### config.mk
export PLATFORM = sky130hd
export DESIGN_NAME = elliptic_neighbour_cell_enumerator
export DESIGN_NICKNAME = d
export VERILOG_FILES = /design/src/rtl/core/ence_pkg.sv /design/src/rtl/core/ence_ctrl.sv /design/src/rtl/core/ence_datapath.sv /design/src/rtl/core/elliptic_neighbour_cell_enumerator.sv
export SDC_FILE = /design/constraint.sdc
export NUM_CORES = 1
export LEC_CHECK = 0
export BUFFER_PORTS_ARGS = -buffer_cell sky130_fd_sc_hd__buf_2
export CORE_ASPECT_RATIO = 1.1
export CORE_MARGIN = 2
export CORE_UTILIZATION = 46
export CTS_CLUSTER_SIZE = 25
export DETAILED_ROUTE_END_ITERATION = 6
export PLACE_DENSITY = 0.67
export SLEW_MARGIN = 20
export SYNTH_ARGS = -nofsm -noshare
export SYNTH_HDL_FRONTEND = slang
export SYNTH_SLANG_ARGS = --single-unit
### constraint.sdc
create_clock -name clk -period 5.9 [get_ports clk]
set_input_delay 1.18 -clock clk [delete_from_list [all_inputs] [get_ports clk]]
set_output_delay 1.18 -clock clk [all_outputs]
set_load 0.02 [all_outputs]
### src/rtl/core/ence_pkg.sv
// ----------------------------------------------------------------------------
// ence_pkg
// shared widths, register codes and control/status types for the elliptic
// neighbour cell enumerator
// ----------------------------------------------------------------------------
package ence_pkg;

  localparam int GRID_W  = 7;
  localparam int RAD_W   = 2;
  localparam int COORD_W = 6;
  localparam int CFG_IDX_W = 2;
  localparam int CNT_W   = 3;

  localparam int MAX_GRID_DEF   = 64;
  localparam int MAX_RADIUS_DEF = 3;

  localparam logic [GRID_W-1:0] GRID_RST = GRID_W'(8);
  localparam logic [RAD_W-1:0]  RAD_RST  = RAD_W'(2);

  typedef enum logic [CFG_IDX_W-1:0] {
    REG_GRID_SIZE = 2'd0,
    REG_RADIUS_X  = 2'd1,
    REG_RADIUS_Y  = 2'd2,
    REG_UNUSED    = 2'd3
  } cfg_reg_t;

  typedef struct packed {
    logic load;
    logic prep_step;
    logic walk_step;
    logic flush;
  } cmd_t;

  typedef struct packed {
    logic bad_in;
    logic prep_last;
    logic walk_last;
  } stat_t;

  function automatic logic [3:0] sq2(input logic [RAD_W-1:0] x);
    sq2 = 4'(x * x);
  endfunction

endpackage

### src/rtl/core/ence_ctrl.sv
// ----------------------------------------------------------------------------
// ence_ctrl
// sequencer: load, radius preparation, offset walk and final transfer
// ----------------------------------------------------------------------------
module ence_ctrl (
  input  logic            clk,
  input  logic            rst_n,
  input  logic            start,
  output logic            busy,
  input  ence_pkg::stat_t stat,
  output ence_pkg::cmd_t  cmd
);

  typedef enum logic [3:0] {
    ST_IDLE = 4'b0001,
    ST_PREP = 4'b0010,
    ST_WALK = 4'b0100,
    ST_DONE = 4'b1000
  } state_t;

  state_t state_r, state_nxt;

  always_comb begin
    state_nxt = state_r;
    cmd       = '0;
    unique case (state_r)
      ST_IDLE: begin
        if (start) begin
          cmd.load  = 1'b1;
          state_nxt = stat.bad_in ? ST_DONE : ST_PREP;
        end
      end
      ST_PREP: begin
        cmd.prep_step = 1'b1;
        if (stat.prep_last) state_nxt = ST_WALK;
      end
      ST_WALK: begin
        cmd.walk_step = 1'b1;
        if (stat.walk_last) state_nxt = ST_DONE;
      end
      ST_DONE: begin
        cmd.flush = 1'b1;
        state_nxt = ST_IDLE;
      end
      default: state_nxt = ST_IDLE;
    endcase
  end

  always_ff @(posedge clk) begin
    if (!rst_n) begin
      state_r <= ST_IDLE;
    end else begin
      state_r <= state_nxt;
    end
  end

  assign busy = (state_r != ST_IDLE);

  a_flush_to_idle: assert property (@(posedge clk) disable iff (!rst_n)
    cmd.flush |=> state_r == ST_IDLE)
    else $error("flush not followed by idle");

  a_bad_skips_walk: assert property (@(posedge clk) disable iff (!rst_n)
    (cmd.load && stat.bad_in) |=> state_r == ST_DONE)
    else $error("bad centre did not go straight to final transfer");

endmodule

### src/rtl/core/ence_datapath.sv
// ----------------------------------------------------------------------------
// ence_datapath
// config registers, wrapped coordinate counters, ellipse test, one-deep
// hold stage for the last flag and the result register
// ----------------------------------------------------------------------------
module ence_datapath #(
  parameter int MAX_GRID   = ence_pkg::MAX_GRID_DEF,
  parameter int MAX_RADIUS = ence_pkg::MAX_RADIUS_DEF
) (
  input  logic                                clk,
  input  logic                                rst_n,
  input  logic                                cfg_we,
  input  logic [ence_pkg::CFG_IDX_W-1:0]      cfg_index,
  input  logic [ence_pkg::GRID_W-1:0]         cfg_data,
  input  logic [ence_pkg::COORD_W-1:0]        in_center_col,
  input  logic [ence_pkg::COORD_W-1:0]        in_center_row,
  input  ence_pkg::cmd_t                      cmd,
  output ence_pkg::stat_t                     stat,
  output logic                                out_valid,
  output logic [ence_pkg::COORD_W-1:0]        out_neighbour_col,
  output logic [ence_pkg::COORD_W-1:0]        out_neighbour_row,
  output logic                                out_found,
  output logic                                out_bad_center,
  output logic                                out_last
);

  localparam int GW   = ence_pkg::GRID_W;
  localparam int RW   = ence_pkg::RAD_W;
  localparam int CW   = ence_pkg::CNT_W;
  localparam int PCW  = $clog2(MAX_RADIUS + 1);

  logic [GW-1:0]  grid_r;
  logic [RW-1:0]  rx_r, ry_r;

  logic [GW-1:0]  g_eff, g_m1;
  logic [RW-1:0]  rx, ry;
  logic [CW-1:0]  rx3, ry3, ci_end, cj_end;

  logic [PCW-1:0] pc_r, pc_nxt;
  logic [CW-1:0]  ci_r, ci_nxt, cj_r, cj_nxt;
  logic [GW-1:0]  col_r, col_nxt, row_r, row_nxt, rs_r, rs_nxt;
  logic           bad_r, bad_nxt;
  logic           hold_v_r, hold_v_nxt;
  logic [GW-1:0]  hold_col_r, hold_col_nxt, hold_row_r, hold_row_nxt;

  logic                 ov_r, ov_nxt;
  logic [GW-1:0]        ocol_r, ocol_nxt, orow_r, orow_nxt;
  logic                 ofound_r, ofound_nxt, obad_r, obad_nxt, olast_r, olast_nxt;

  logic [CW-1:0]  ai3, aj3;
  logic [RW-1:0]  ai, aj;
  logic [8:0]     lhs;
  logic [7:0]     bound;
  logic           excluded, keep;

  // config registers
  always_ff @(posedge clk) begin
    if (!rst_n) begin
      grid_r <= ence_pkg::GRID_RST;
      rx_r   <= ence_pkg::RAD_RST;
      ry_r   <= ence_pkg::RAD_RST;
    end else if (cfg_we) begin
      unique case (cfg_index)
        ence_pkg::REG_GRID_SIZE: grid_r <= cfg_data;
        ence_pkg::REG_RADIUS_X:  rx_r   <= cfg_data[RW-1:0];
        ence_pkg::REG_RADIUS_Y:  ry_r   <= cfg_data[RW-1:0];
        default: ;
      endcase
    end
  end

  // saturated settings
  assign g_eff = ({2'b00, grid_r} > 9'(MAX_GRID)) ? GW'(MAX_GRID) : grid_r;
  assign g_m1  = g_eff - GW'(1);
  assign rx    = (rx_r > RW'(MAX_RADIUS)) ? RW'(MAX_RADIUS) : rx_r;
  assign ry    = (ry_r > RW'(MAX_RADIUS)) ? RW'(MAX_RADIUS) : ry_r;
  assign rx3   = {1'b0, rx};
  assign ry3   = {1'b0, ry};
  assign ci_end = {rx, 1'b0};
  assign cj_end = {ry, 1'b0};

  // ellipse test on the current offset
  assign ai3 = (ci_r < rx3) ? (rx3 - ci_r) : (ci_r - rx3);
  assign aj3 = (cj_r < ry3) ? (ry3 - cj_r) : (cj_r - ry3);
  assign ai  = ai3[RW-1:0];
  assign aj  = aj3[RW-1:0];
  assign lhs = 9'(ence_pkg::sq2(ai) * ence_pkg::sq2(ry))
             + 9'(ence_pkg::sq2(aj) * ence_pkg::sq2(rx));
  assign bound = 8'(ence_pkg::sq2(rx) * ence_pkg::sq2(ry));
  assign excluded = ((aj == '0) && ((ai == rx) || (ai == '0)))
                 || ((ai == '0) && (aj == ry));
  assign keep = !excluded && (lhs <= {1'b0, bound});

  assign stat.bad_in    = ({1'b0, in_center_col} >= g_eff)
                       || ({1'b0, in_center_row} >= g_eff);
  assign stat.prep_last = (pc_r == PCW'(MAX_RADIUS - 1));
  assign stat.walk_last = (ci_r == ci_end) && (cj_r == cj_end);

  always_comb begin
    pc_nxt       = pc_r;
    ci_nxt       = ci_r;
    cj_nxt       = cj_r;
    col_nxt      = col_r;
    row_nxt      = row_r;
    rs_nxt       = rs_r;
    bad_nxt      = bad_r;
    hold_v_nxt   = hold_v_r;
    hold_col_nxt = hold_col_r;
    hold_row_nxt = hold_row_r;
    ov_nxt       = 1'b0;
    ocol_nxt     = ocol_r;
    orow_nxt     = orow_r;
    ofound_nxt   = ofound_r;
    obad_nxt     = obad_r;
    olast_nxt    = olast_r;

    if (cmd.load) begin
      pc_nxt     = '0;
      ci_nxt     = '0;
      cj_nxt     = '0;
      col_nxt    = {1'b0, in_center_col};
      row_nxt    = {1'b0, in_center_row};
      rs_nxt     = {1'b0, in_center_row};
      bad_nxt    = stat.bad_in;
      hold_v_nxt = 1'b0;
    end

    // step back to the corner offset, one cell per cycle
    if (cmd.prep_step) begin
      pc_nxt = pc_r + PCW'(1);
      if (RW'(pc_r) < rx) col_nxt = (col_r == '0) ? g_m1 : col_r - GW'(1);
      if (RW'(pc_r) < ry) begin
        row_nxt = (row_r == '0) ? g_m1 : row_r - GW'(1);
        rs_nxt  = row_nxt;
      end
    end

    if (cmd.walk_step) begin
      if (cj_r == cj_end) begin
        cj_nxt  = '0;
        row_nxt = rs_r;
        ci_nxt  = (ci_r == ci_end) ? '0 : ci_r + CW'(1);
        col_nxt = (col_r == g_m1) ? '0 : col_r + GW'(1);
      end else begin
        cj_nxt  = cj_r + CW'(1);
        row_nxt = (row_r == g_m1) ? '0 : row_r + GW'(1);
      end
      if (keep) begin
        // previous neighbour is now known not to be the last
        if (hold_v_r) begin
          ov_nxt     = 1'b1;
          ocol_nxt   = hold_col_r;
          orow_nxt   = hold_row_r;
          ofound_nxt = 1'b1;
          obad_nxt   = 1'b0;
          olast_nxt  = 1'b0;
        end
        hold_v_nxt   = 1'b1;
        hold_col_nxt = col_r;
        hold_row_nxt = row_r;
      end
    end

    if (cmd.flush) begin
      ov_nxt     = 1'b1;
      ocol_nxt   = hold_v_r ? hold_col_r : '0;
      orow_nxt   = hold_v_r ? hold_row_r : '0;
      ofound_nxt = hold_v_r;
      obad_nxt   = bad_r;
      olast_nxt  = 1'b1;
      hold_v_nxt = 1'b0;
    end
  end

  always_ff @(posedge clk) begin
    if (!rst_n) begin
      pc_r     <= '0;
      ci_r     <= '0;
      cj_r     <= '0;
      bad_r    <= 1'b0;
      hold_v_r <= 1'b0;
      ov_r     <= 1'b0;
    end else begin
      pc_r     <= pc_nxt;
      ci_r     <= ci_nxt;
      cj_r     <= cj_nxt;
      bad_r    <= bad_nxt;
      hold_v_r <= hold_v_nxt;
      ov_r     <= ov_nxt;
    end
  end

  always_ff @(posedge clk) begin
    col_r      <= col_nxt;
    row_r      <= row_nxt;
    rs_r       <= rs_nxt;
    hold_col_r <= hold_col_nxt;
    hold_row_r <= hold_row_nxt;
    ocol_r     <= ocol_nxt;
    orow_r     <= orow_nxt;
    ofound_r   <= ofound_nxt;
    obad_r     <= obad_nxt;
    olast_r    <= olast_nxt;
  end

  assign out_valid         = ov_r;
  assign out_neighbour_col = ocol_r[ence_pkg::COORD_W-1:0];
  assign out_neighbour_row = orow_r[ence_pkg::COORD_W-1:0];
  assign out_found         = ofound_r;
  assign out_bad_center    = obad_r;
  assign out_last          = olast_r;

  a_last_empties_hold: assert property (@(posedge clk) disable iff (!rst_n)
    (ov_r && olast_r) |-> !hold_v_r)
    else $error("neighbour still held after final transfer");

  a_empty_is_last: assert property (@(posedge clk) disable iff (!rst_n)
    (ov_r && !ofound_r) |-> (olast_r && ocol_r == '0 && orow_r == '0))
    else $error("empty result not final or not zeroed");

  a_bad_has_no_walk: assert property (@(posedge clk) disable iff (!rst_n)
    (ov_r && obad_r) |-> ($past(cmd.load, 2) && !ofound_r))
    else $error("bad centre transfer not directly after load");

endmodule

### src/rtl/core/elliptic_neighbour_cell_enumerator.sv
// ----------------------------------------------------------------------------
// elliptic_neighbour_cell_enumerator
// lists the wrapped neighbour cells of a centre cell that lie inside an
// ellipse of radii radius_x, radius_y on a square toroidal grid
// ----------------------------------------------------------------------------
// An item is taken when start is high and busy is low. busy then stays high
// while the coordinate counters step back to the corner offset, while one
// offset of the rectangle is tested per cycle, and while a final transfer
// sends the last neighbour. A centre outside the grid skips the first two
// steps and goes straight to the final transfer. Results appear on out_* for
// one cycle each, marked by out_valid, and must be taken when shown;
// out_last flags the final one. If no offset qualifies, or the centre is
// outside the grid, a single transfer with out_found low is given.
// cfg_ready is always high; write the registers only while busy is low.
module elliptic_neighbour_cell_enumerator #(
  parameter int MAX_GRID   = ence_pkg::MAX_GRID_DEF,
  parameter int MAX_RADIUS = ence_pkg::MAX_RADIUS_DEF
) (
  input  logic                           clk,
  input  logic                           rst_n,
  input  logic                           cfg_valid,
  output logic                           cfg_ready,
  input  logic [ence_pkg::CFG_IDX_W-1:0] cfg_index,
  input  logic [ence_pkg::GRID_W-1:0]    cfg_data,
  input  logic                           start,
  output logic                           busy,
  input  logic [ence_pkg::COORD_W-1:0]   in_center_col,
  input  logic [ence_pkg::COORD_W-1:0]   in_center_row,
  output logic                           out_valid,
  output logic [ence_pkg::COORD_W-1:0]   out_neighbour_col,
  output logic [ence_pkg::COORD_W-1:0]   out_neighbour_row,
  output logic                           out_found,
  output logic                           out_bad_center,
  output logic                           out_last
);

  ence_pkg::cmd_t  cmd;
  ence_pkg::stat_t stat;
  logic            ctrl_busy;

  assign cfg_ready = 1'b1;
  assign busy      = ctrl_busy;

  ence_ctrl u_ctrl (
    .clk   (clk),
    .rst_n (rst_n),
    .start (start),
    .busy  (ctrl_busy),
    .stat  (stat),
    .cmd   (cmd)
  );

  ence_datapath #(
    .MAX_GRID   (MAX_GRID),
    .MAX_RADIUS (MAX_RADIUS)
  ) u_datapath (
    .clk               (clk),
    .rst_n             (rst_n),
    .cfg_we            (cfg_valid && cfg_ready),
    .cfg_index         (cfg_index),
    .cfg_data          (cfg_data),
    .in_center_col     (in_center_col),
    .in_center_row     (in_center_row),
    .cmd               (cmd),
    .stat              (stat),
    .out_valid         (out_valid),
    .out_neighbour_col (out_neighbour_col),
    .out_neighbour_row (out_neighbour_row),
    .out_found         (out_found),
    .out_bad_center    (out_bad_center),
    .out_last          (out_last)
  );

endmodule
Word-level counts from Yosys, hierarchy flattened
Index checks and enable logic that the tools add are counted.
Widths: inputs -> output; s select.
- add/subtract/negate cells: 13
- $mul: 7
- $lt $le $gt $ge: 10
- equality and inequality tests: 17
- muxes and demuxes: 66
- bitwise operators: 1
- reduce and logical (&&, ||, !) cells: 26
- operators by type and width (cell ; number):
    $mux 7 ; 18
    $mux 6 ; 10
    $mul 4x4->8 ; 3
    $mux 3 ; 7
    $sub 7x1->7 const B ; 3
    $mux 1 ; 20
    $mul 2x2->4 ; 4
    $mux 4 ; 4
    $add 7x1->7 const B ; 2
    $eq 7x7->1 ; 2
    $ge 6x7->1 ; 2
    $logic_not 7->1 ; 2
    $mux 2 ; 6
    $pmux 4 s3 ; 1
    $reduce_bool 2->1 ; 5
    $add 8x8->9 ; 1
    $le 9x8->1 ; 1
    $reduce_and 3->1 ; 3
    $reduce_and 2->1 ; 4
    $sub 2x2->2 ; 4
    $gt 7x7->1 const B ; 1
    $add 3x1->3 const B ; 2
    $eq 3x3->1 ; 2
    $logic_not 2->1 ; 3
    18 further kinds ; 30
- flip-flop bits (word level): 74
- output and inout port bits: 18
- logic and storage cells: 160

Logic depth before layout (Yosys ltp)
Gate-level depths: netlist of the first run.
- depth after elaboration: 13
- depth in mapped cells: 26

By module
From an unflattened synthesis of the first run, not the netlist that was laid out.
- cells, all modules: 623
- area total of the unflattened synthesis: 5554.1 µm²
- modules (own cells, without submodules) (module ; times used ; cells each ; area each (µm²)):
    ence_datapath ; 1 ; 589 ; 5235.0
    ence_ctrl ; 1 ; 32 ; 307.8
    elliptic_neighbour_cell_enumerator ; 1 ; 2 ; 11.3

Least setup slack after synthesis of the first run
Ideal clock, no wire load.
- path type: register -> register
- start: register u_datapath.rx_r[0]
- end: register u_datapath.hold_col_r[0] (enable)
- setup time: 0.380 ns
- data arrival time: 5.267 ns
- slack: 0.253 ns
- stages on the path, launching flop included: 23
- path buffers: 2
- period minus slack after synthesis: 5.647 ns
- path through: dfxtp_1 clkbuf_1 inv_1 clkbuf_1 ha_1 xor2_1 mux2i_1 and2_1 nand2_1 nor3_1 ha_1 fa_1 fa_1 ha_1 fa_1 xor2_1 ha_1 a21o_1 a21oi_1 o211ai_1 nand2_1 nand2_1 nor2_1
- longest elaborated chain between the ends: 11
- elaborated cells between the ends (all ways): 22
- those cells by class: 3 x add/sub; 5 x mul; 3 x order compare; 1 x eq/ne; 2 x mux; 8 x reduce/logical
- RTL lines (item ; RTL line ; RTL):
    from (decl) ; ence_datapath.sv:33 ; logic [RW-1:0] rx_r, ry_r;
    from (signal assigned) ; ence_datapath.sv:60 ; rx_r <= ence_pkg::RAD_RST;
    from (signal assigned) ; ence_datapath.sv:65 ; ence_pkg::REG_RADIUS_X: rx_r <= cfg_data[RW-1:0];
    $gt 2x2->1 ; ence_datapath.sv:75 ; assign rx = (rx_r > RW'(MAX_RADIUS)) ? RW'(MAX_RADIUS) : rx_r;
    $mux 2 * ; ence_datapath.sv:75 ;
    parallel branches: the longest is 7 deep, another holds $add 8x8->9 ; - ;
    $logic_and 1x1->1 * ; ence_datapath.sv:92 ; assign keep = !excluded && (lhs <= {1'b0, bound});
    $reduce_and 2->1 (no line) * ; - ;
    to (signal assigned) ; ence_datapath.sv:197 ; hold_col_r <= hold_col_nxt;
    to (decl) ; ence_datapath.sv:44 ; logic [GW-1:0] hold_col_r, hold_col_nxt, hold_row_r, hold_row_nxt;
Mark *: on every way between the ends.
A chain may end at the register's enable or synchronous reset.

Final worst setup path of the first run
- start: register u_datapath.ry_r[1]
- end: register u_datapath.ocol_r[2] (enable)
- longest elaborated chain between the ends: 11
- elaborated cells between the ends (all ways): 22
- those cells by class: 3 x add/sub; 5 x mul; 3 x order compare; 1 x eq/ne; 2 x mux; 8 x reduce/logical
- RTL lines (item ; RTL line ; RTL):
    from (decl) ; ence_datapath.sv:33 ;
    from (signal assigned) ; ence_datapath.sv:61 ; ry_r <= ence_pkg::RAD_RST;
    from (signal assigned) ; ence_datapath.sv:66 ; ence_pkg::REG_RADIUS_Y: ry_r <= cfg_data[RW-1:0];
    $gt 2x2->1 ; ence_datapath.sv:76 ; assign ry = (ry_r > RW'(MAX_RADIUS)) ? RW'(MAX_RADIUS) : ry_r;
    $mux 2 * ; ence_datapath.sv:76 ;
    $lt 3x2->1 or $sub 2x2->2 (tied branches) ; ence_datapath.sv:84 ; assign aj3 = (cj_r < ry3) ? (ry3 - cj_r) : (cj_r - ry3);
    $mux 2 ; ence_datapath.sv:84 ;
    $mul 2x2->4 (tied with other cells) ; ence_pkg.sv:41 ; sq2 = 4'(x * x);
    $mul 4x4->8 (tied with other cells) ; ence_datapath.sv:88 ; + 9'(ence_pkg::sq2(aj) * ence_pkg::sq2(rx));
    $add 8x8->9 or $logic_or 1x1->1 (tied branches) ; ence_datapath.sv:88, ence_datapath.sv:91 ;
    $le 9x8->1 or $logic_not 1->1 (tied branches) ; ence_datapath.sv:92 ;
    $logic_and 1x1->1 * ; ence_datapath.sv:92 ;
    $reduce_bool 2->1 (no line) * ; - ;
    $reduce_and 3->1 (no line) * ; - ;
    to (signal assigned) ; ence_datapath.sv:199 ; ocol_r <= ocol_nxt;
    to (decl) ; ence_datapath.sv:47 ; logic [GW-1:0] ocol_r, ocol_nxt, orow_r, orow_nxt;
Every way passes the cells marked *; elsewhere a longest branch is shown, timed or not.

==> summary.txt, run 1 <==
Status
  • Status: finished, final reports clean

Global route
  • Initial antenna violation count: 0
  • All-Layer GR Usage: 21.96%
  • Largest net degree at the start of global routing: 27
  • First-pass GRT wire length: roughly 23 mm
  • Congestion Overflow GR: 0
  • Vias in the first global route: between 4000 and 5000

Die
  • Initial Utilization: between 40% and 50%
  • Chip height: roughly 120 um
  • FP Rows: between 40 and 50
  • Core ar.: roughly 12000 um^2
  • Die area: around 13000 um^2
  • IO Pins: 43
  • Chip width: around 110 um

Synthesis
  • Sequential share of the synthesized area: between 30% and 40%
  • Mean area per synthesized cell: between 8 and 9 um^2
  • Yosys warns: 0
  • Ys async rst share: 0%
  • Top_reg_cell synth: dfxtp_1
  • #FFs+latches synth: 74
  • Synth cell count leaders: 63 x nand2_1, 61 x ha_1, 48 x dfxtp_1
  • EDFF count, synth: 26
  • Synth top area share: 17.06%
  • Largest cells by area after synthesis: dfxtp_1 17%, edfxtp_1 14%, ha_1 14%
  • Post-synth cell types: between 60 and 70
  • Count leader, synth: nand2_1
  • Synth Instances: roughly 650
  • Syn Nets: between 700 and 800
  • Area leader, netlist: dfxtp_1
  • Synth Cell Area: around 5600 um^2

Layout
  • Share of layout cells above drive strength 1: 12.15%
  • # nets final: between 700 and 800
  • Filler cells: 1106
  • Antenna Cells: 0
  • Finished Layout Cells: between 800 and 900
  • Layout area overhead: 11.50%

STA
  • Minimum clock period: ~5500 ps
  • Worst slew pin tran: slightly above 1000 ps
  • Achievable frequency: between 150 and 200 MHz
  • RSZ-0062 raised after global routing: false
  • Final Hold Viols: 0
  • Fin Setup TNS: 0 ps
  • Clock skew: between 5 and 6 ps
  • Pins Over Slew Limit: 0
  • Period utilisation layout: approximately 93%
  • Slew HR: 29.71%
  • Final setup vio count: 0

Pwr
  • Leak: 2.710 nW
  • Max VDD drop: between 0.00015 and 0.0002 V
  • Cell Pwr Density: around 260 nW/um^2
  • Final Power: 1.665 mW

Min path
  • Hold Crit Endpoint: u_datapath.out_last
  • Hold crit path type: register to register
  • Hold wc startpoint: u_datapath.out_last
  • Hold Crit Depth: 2

Worst setup path
  • R2R depth: 24
  • CP required: between 5000 and 6000 ps
  • Critical path launch point type: register
  • Reg2Reg Launch Point: u_datapath.ry_r[1]
  • R2R Setup Slk: around 410 ps
  • Worst Path Arrival: around 5500 ps
  • CP max FO: 14
  • Reg-to-reg critical path endpoint: u_datapath.ocol_r[2]
  • Critical Path Sink Type: register
  • Crit path kind: register to register

Place
  • Gpl congestion: roughly 0.9
  • Post-DP HPWL: approximately 10 mm
  • Buffers added on ports: between 40 and 50
  • Placed Cells: roughly 800

CTS
  • Clock slew seen by the registers of the worst setup and hold paths: 60 ps
  • CTS tree: built
  • Worst-case clock buffer depth: 2
  • TritonCTS Buffers: 9
  • # Post-CTS Setup Buffers: 0
  • Clock sinks: 74
  • Max H-tree Level: 3
  • Root buf cell: clkbuf_16
  • Clock Latency Late Sink: approximately 340 ps

Detailed routing
  • DRC: 0
  • Via density: 5.881
  • Pre-antenna DRT Iters: 7
  • Drt initial violations: around 360
  • Antenna viol nets, final: 0
  • Vias: 4875
  • WL/cell: between 15 and 20 um
  • Final WL: approximately 14 mm

Job
  • Max cap viols: 0
cell usage in the layout (no fill, tap or decap), drive strengths merged, types with 3 or more instances in the layout:
cell    count
a211o       3
a211oi     13
a21boi      6
a21o        7
a21oi      44
a22oi       3
and2        9
and3       10
buf        49
clkbuf     10
dfxtp      48
edfxtp     26
fa          7
ha         61
inv        44
mux2i      14
nand2      63
nand2b     11
nand3      25
nand3b      5
nand4       4
nor2       38
nor2b      26
nor3       25
nor4        4
o21ai      19
o21bai      3
o221ai      3
o22ai       6
o31ai       3
or4b        6
xnor2      26
xor2       13
state kept, by name, indices dropped and copies added (netlist names), 3 cells and up:
register	count
u_datapath.col_r	7
u_datapath.grid_r	7
u_datapath.row_r	7
u_datapath.rs_r	7
u_datapath.hold_col_r	6
u_datapath.hold_row_r	6
u_datapath.ocol_r	6
u_datapath.orow_r	6
u_ctrl.state_r	4
u_datapath.ci_r	3
u_datapath.cj_r	3
worst max-delay path by stage:
stage                                   from                  endpoint  slack, ps  depth (start not counted)
after global routing      u_datapath.rx_r[1]      u_datapath.ocol_r[2]         20                         21
after detailed placement  u_datapath.rx_r[1]      u_datapath.ocol_r[2]        270                         21
final                     u_datapath.ry_r[1]      u_datapath.ocol_r[2]        410                         24
after global placement    u_datapath.rx_r[1]      u_datapath.ocol_r[1]        490                         21
after floorplan           u_datapath.rx_r[0]  u_datapath.hold_col_r[0]        250                         22
after CTS                 u_datapath.rx_r[1]      u_datapath.ocol_r[2]        250                         21
metal layers:
metal | share of wire, % | GRT usage, % | vias to the layer above | wire, um
met5 | 0 | 0 | - | 0
met4 | 2.7 | 7.991 | 0 | 376
met3 | 7.5 | 5.052 | 36 | 1032
met2 | 44 | 33.33 | 219 | 6032
met1 | 46 | 30.35 | 2273 | 6336
li1 | - | - | 2347 | -
cells by family after synthesis:
kind of cell	count (synthesis)	share of synthesized area, %
simple gates	236	22.43
compound gates	135	16.28
buf+inv	78	5.529
flops	74	30.91
fa+ha+maj	68	16.03
xor+xnor	39	6.063
mux	15	2.687
other cells	1	0.06656
repair_timing:
action	CTS	global route
endpoints found under the hold margin	0	0
resized for setup	0	3
endpoints found under the setup margin	0	26
hold buffers	0	0
stage by stage:
stage | cell area (um^2) | setup WS [ps] | hold WS, ps | util, %
after detailed placement | 5938 | 267.1 | 445.2 | 49.56
after floorplan | 5634 | 252.6 | 402.9 | -
after CTS | 6275 | 253.8 | 454.9 | 52.37
final | 6282 | 409.5 | 450.6 | 52.43
after global placement | 5938 | 485.3 | 445.8 | 49.56
after global routing | 6282 | 17.23 | 473.1 | 52.43
cell type report:
class | instances | area (um^2) | area share, %
repair buffers | 49 | 265.3 | 4.222
inverters | 42 | 157.7 | 2.509
flip-flops and latches | 74 | 1742 | 27.72
clock inverters | 6 | 97.59 | 1.553
well taps | 154 | 192.7 | 3.067
multi-input cells | 494 | 3588 | 57.12
clock buffers | 10 | 239.0 | 3.804
power by group:
group / internal (mW) / switching (mW)
logic: 0.173 / 0.223
registers: 0.573 / 0.0784
clock network: 0.388 / 0.230
total: 1.13 / 0.531
worst max-delay path, cell delays in order (launching register included):
cell and delay (ps):
dfxtp_1 390, inv_2 130, ha_1 340, xor2_1 170, mux2i_2 250, and2_1 210
nand2_1 90, nor3_1 160, ha_1 160, inv_1 50, fa_1 480, fa_1 540
inv_1 50, ha_1 280, ha_1 340, a21oi_1 170, xnor2_1 100, ha_1 310
nand3_1 110, nor3_1 220, a21oi_1 70, nand2_1 110, nand4_1 140, nand2_1 90
buf_4 210
Note: power is estimated with default switching activity, not from simulation.
==> inputs of run 2 (changes only) <==
--- a/config.mk
+++ b/config.mk
@@ -7,7 +7,6 @@
 export LEC_CHECK = 0
 export BUFFER_PORTS_ARGS = -buffer_cell sky130_fd_sc_hd__buf_2
 export CORE_ASPECT_RATIO = 1.1
-export CORE_MARGIN = 2
 export CORE_UTILIZATION = 46
 export CTS_CLUSTER_SIZE = 25
 export DETAILED_ROUTE_END_ITERATION = 6
==> run 2 against run 1 <==
  * Critical endpoint is now u_datapath.ocol_r[1]
  * Design area fell by 0.16%
  * Maximum frequency fell by 1.5%
  * Largest cell class unchanged
  * Combinational power barely moved
  * The run now ends with design-rule violations left
  * Sequential cell count did not move
  * Wire length fell by 0.69%
  * Highest routed layer unchanged
  * Clock skew rose by 2.4 ps
==> summary.txt, run 2 (same netlist as run 1, synthesis figures left out) <==
Worst setup path
  • Most used cell along the critical path: ha_1
  • CP Cell Sequence: inv_2, ha_1, xor2_1, mux2i_2, and2_1, nand2_1, nor3_1, ha_1, fa_1, fa_1, ha_1, fa_1, xor2_1, ha_1, a21o_1, a21oi_2, o211ai_1, nand2_1, nand4_1, nand2_1, buf_4
  • Crit path kind: register to register
  • Worst Path Arrival: 5610 ps (+90 ps)
  • Max incr delay on CP: 520 ps (-20 ps)
  • CP delay by family, top: adder cells
  • Critical Path Sink Type: register
  • R2R depth: 21 (-13%)
  • Critical path launch point type: register
  • CP required: 5940 ps (about the same)
  • Slowest CP cell: fa_1
  • CP Buf/Inv Count: 2 (-2)
  • CP max FO: 14 (unchanged)
  • Cell depth of the worst setup path: 21 (-13%)

CTS
  • TritonCTS Buffers: 9 (unchanged)
  • Max H-tree Level: 3 (unchanged)
  • Root buf cell: clkbuf_16
  • CTS tree: built
  • Clock Latency Late Sink: 340 ps (about the same)
  • Clock slew seen by the registers of the worst setup and hold paths: 60 ps (about the same)
  • Clock sinks: 74 (unchanged)
  • Worst-case clock buffer depth: 2 (unchanged)

Die
  • IO Pins: 43 (unchanged)
  • FP Rows: 42 (unchanged)
  • Die area: 12700 um^2 (-3.5%)
  • Chip height: 118.1 um (-1.7%)
  • Initial Utilization: 47.02% (unchanged)
  • Chip width: 107.5 um (-1.8%)
  • Core ar.: 11980 um^2 (unchanged)

Global route
  • Congestion Overflow GR: 0 (unchanged)
  • Largest net degree at the start of global routing: 27 (unchanged)
  • All-Layer GR Usage: 22.62% (+0.66 points)
  • Initial antenna violation count: 0 (unchanged)
  • Vias in the first global route: 4438 (-4.6%)
  • First-pass GRT wire length: 22.65 mm (unchanged)

Pwr
  • Cell Pwr Density: 257.9 nW/um^2 (-2.7%)
  • Leak: 2.701 nW (-0.34%)
  • Max VDD drop: 0.0001268 V (-28%)
  • Clk pwr share: 35.2% (-1.9 points)
  • Int Power: 1.082 mW (-4.6%)
  • Sw frac: 33.13% (+1.2 points)
  • Final Power: 1.617 mW (-2.8%)
  • Flop pwr share: 40.4% (+1.3 points)
  • Combinational Power Share: 24.4% (+0.6 points)
  • Switching power: 0.5359 mW (+0.87%)

STA
  • Final Hold Viols: 0 (unchanged)
  • Clock skew: 7.880 ps (+2.363 ps)
  • Minimum clock period: 5575 ps (+84.51 ps)
  • Achievable frequency: 179.4 MHz (-1.5%)
  • Fin Setup TNS: 0 ps (unchanged)
  • Period utilisation layout: 94.49% (+1.4 points)
  • Slew HR: 44.14% (+14 points)
  • RSZ-0062 raised after global routing: false
  • Worst slew pin tran: 835.9 ps (-203.8 ps)
  • Pins Over Slew Limit: 0 (unchanged)
  • Final setup vio count: 0 (unchanged)

Layout
  • Commonest non-fill, non-tap cell in the layout: nand2_1
  • Commonest cells after routing, fill and taps aside: 63 x nand2_1, 61 x ha_1, 48 x dfxtp_1, 43 x a21oi_1, 41 x buf_2
  • Final Core Density: 52.35% (-0.084 points)
  • Antenna Cells: 0 (unchanged)
  • Final Cell Area: 6272 um^2 (-0.16%)
  • Layout area overhead: 11.33%
  • # nets final: 764 (+0.13%)
  • Share of layout cells above drive strength 1: 12.57% (+0.43 points)

Min path
  • Hold Crit Depth: 2 (unchanged)
  • Hold crit path type: register to register

Detailed routing
  • Pre-antenna DRT Iters: 7 (unchanged)
  • Via density: 5.805 (-1.3%)
  • Antenna viol nets, final: 0 (unchanged)
  • Vias: 4818 (-1.2%)
  • DRT met1 WL: 6.282 mm (-0.85%)
  • Met2 WL: 6.325 mm (+4.9%)
  • Metal3 WL: 846 um (-18%)
  • WL/cell: 16.48 um (-0.81%)
  • Final WL: 13.68 mm (-0.69%)
  • DRC: 1 (+1)
  • Drt initial violations: 386 (+8.1%)
  • Highest Signal Layer: met4

Place
  • Gpl congestion: 0.9033 (-2.6%)
  • Buffers added on ports: 41 (unchanged)
  • Area after DPL: 5938 um^2 (unchanged)
  • Post-DP HPWL: 10.49 mm (+0.85%)

Status
  • Status: complete, but fails checks
  • Failing checks: design-rule violations

Job
  • Max cap viols: 0 (unchanged)
[run 2: changes by cell type in the layout (fill, tap and decap cells not counted), sizes merged]
cell	before	now
inv	44	45
clkbuf	10	9
clkinvlp	0	1
bufinv	2	1
buf	49	50
[run 2: final timing paths]
check	slack, ps	startpoint	endpoint
worst max-delay path	320	u_datapath.rx_r[1]	u_datapath.ocol_r[1]
worst min-delay path	460	u_datapath.rs_r[2]	u_datapath.rs_r[2]
worst max register to register	320	u_datapath.rx_r[1]	u_datapath.ocol_r[1]
worst min register to register	460	u_datapath.rs_r[2]	u_datapath.rs_r[2]
[run 2: layer usage]
layer	global-route usage (%)	vias to the layer above
li1	-	2355
met3	3.212	21
met2	35.74	166
met4	6.678	0
met1	31.83	2276
met5	0	-
[run 2: what timing repair did]
item / 4_1_cts / 5_1_grt
hold buffers: 0 / 0
hold endpoints to repair: 0 / 0
gates resized for setup: 0 / 4
endpoints found under the setup margin: 0 / 26
setup buffers: 0 / 1
[run 2: area by class of cell]
type | count | area, um^2
Clock inverter | 7 | 83.83
Inverter | 42 | 157.7
Multi-Input combinational cell | 494 | 3598
Timing Repair Buffer | 50 | 272.8
Tap cell | 154 | 192.7
Fill cell | 1113 | 5709
Sequential cell | 74 | 1742
Clock buffer | 9 | 225.2
[run 2: power by group through the flow]
stage          Clock, mW  Sequential [mW]  Combinational (mW)
2_1_floorplan          0            0.611               0.340
3_3_place_gp           0            0.658               0.373
3_5_place_dp           0            0.661               0.387
4_1_cts            0.578            0.650               0.389
5_1_grt            0.603            0.661               0.440
6_report           0.569            0.653               0.395
[run 2: worst register-to-register path, stage by stage (launching register included)]
cell	delay, ps
dfxtp_1	420
inv_2	110
ha_1	330
xor2_1	160
mux2i_2	240
and2_1	190
nand2_1	80
nor3_1	210
ha_1	290
fa_1	520
fa_1	500
ha_1	230
fa_1	410
xor2_1	160
ha_1	310
a21o_1	200
a21oi_2	180
o211ai_1	130
nand2_1	130
nand4_1	150
nand2_1	100
buf_4	210
[run 2: through the flow]
stage               hold WS, ps  setup slack (ps)  instances
finish                    457.4             324.9        830
global route              489.5             20.15        830
CTS                       460.8             146.8        829
detailed placement        452.2             151.3        813
global placement          442.1             478.0        813
floorplan                 402.9             252.6        646
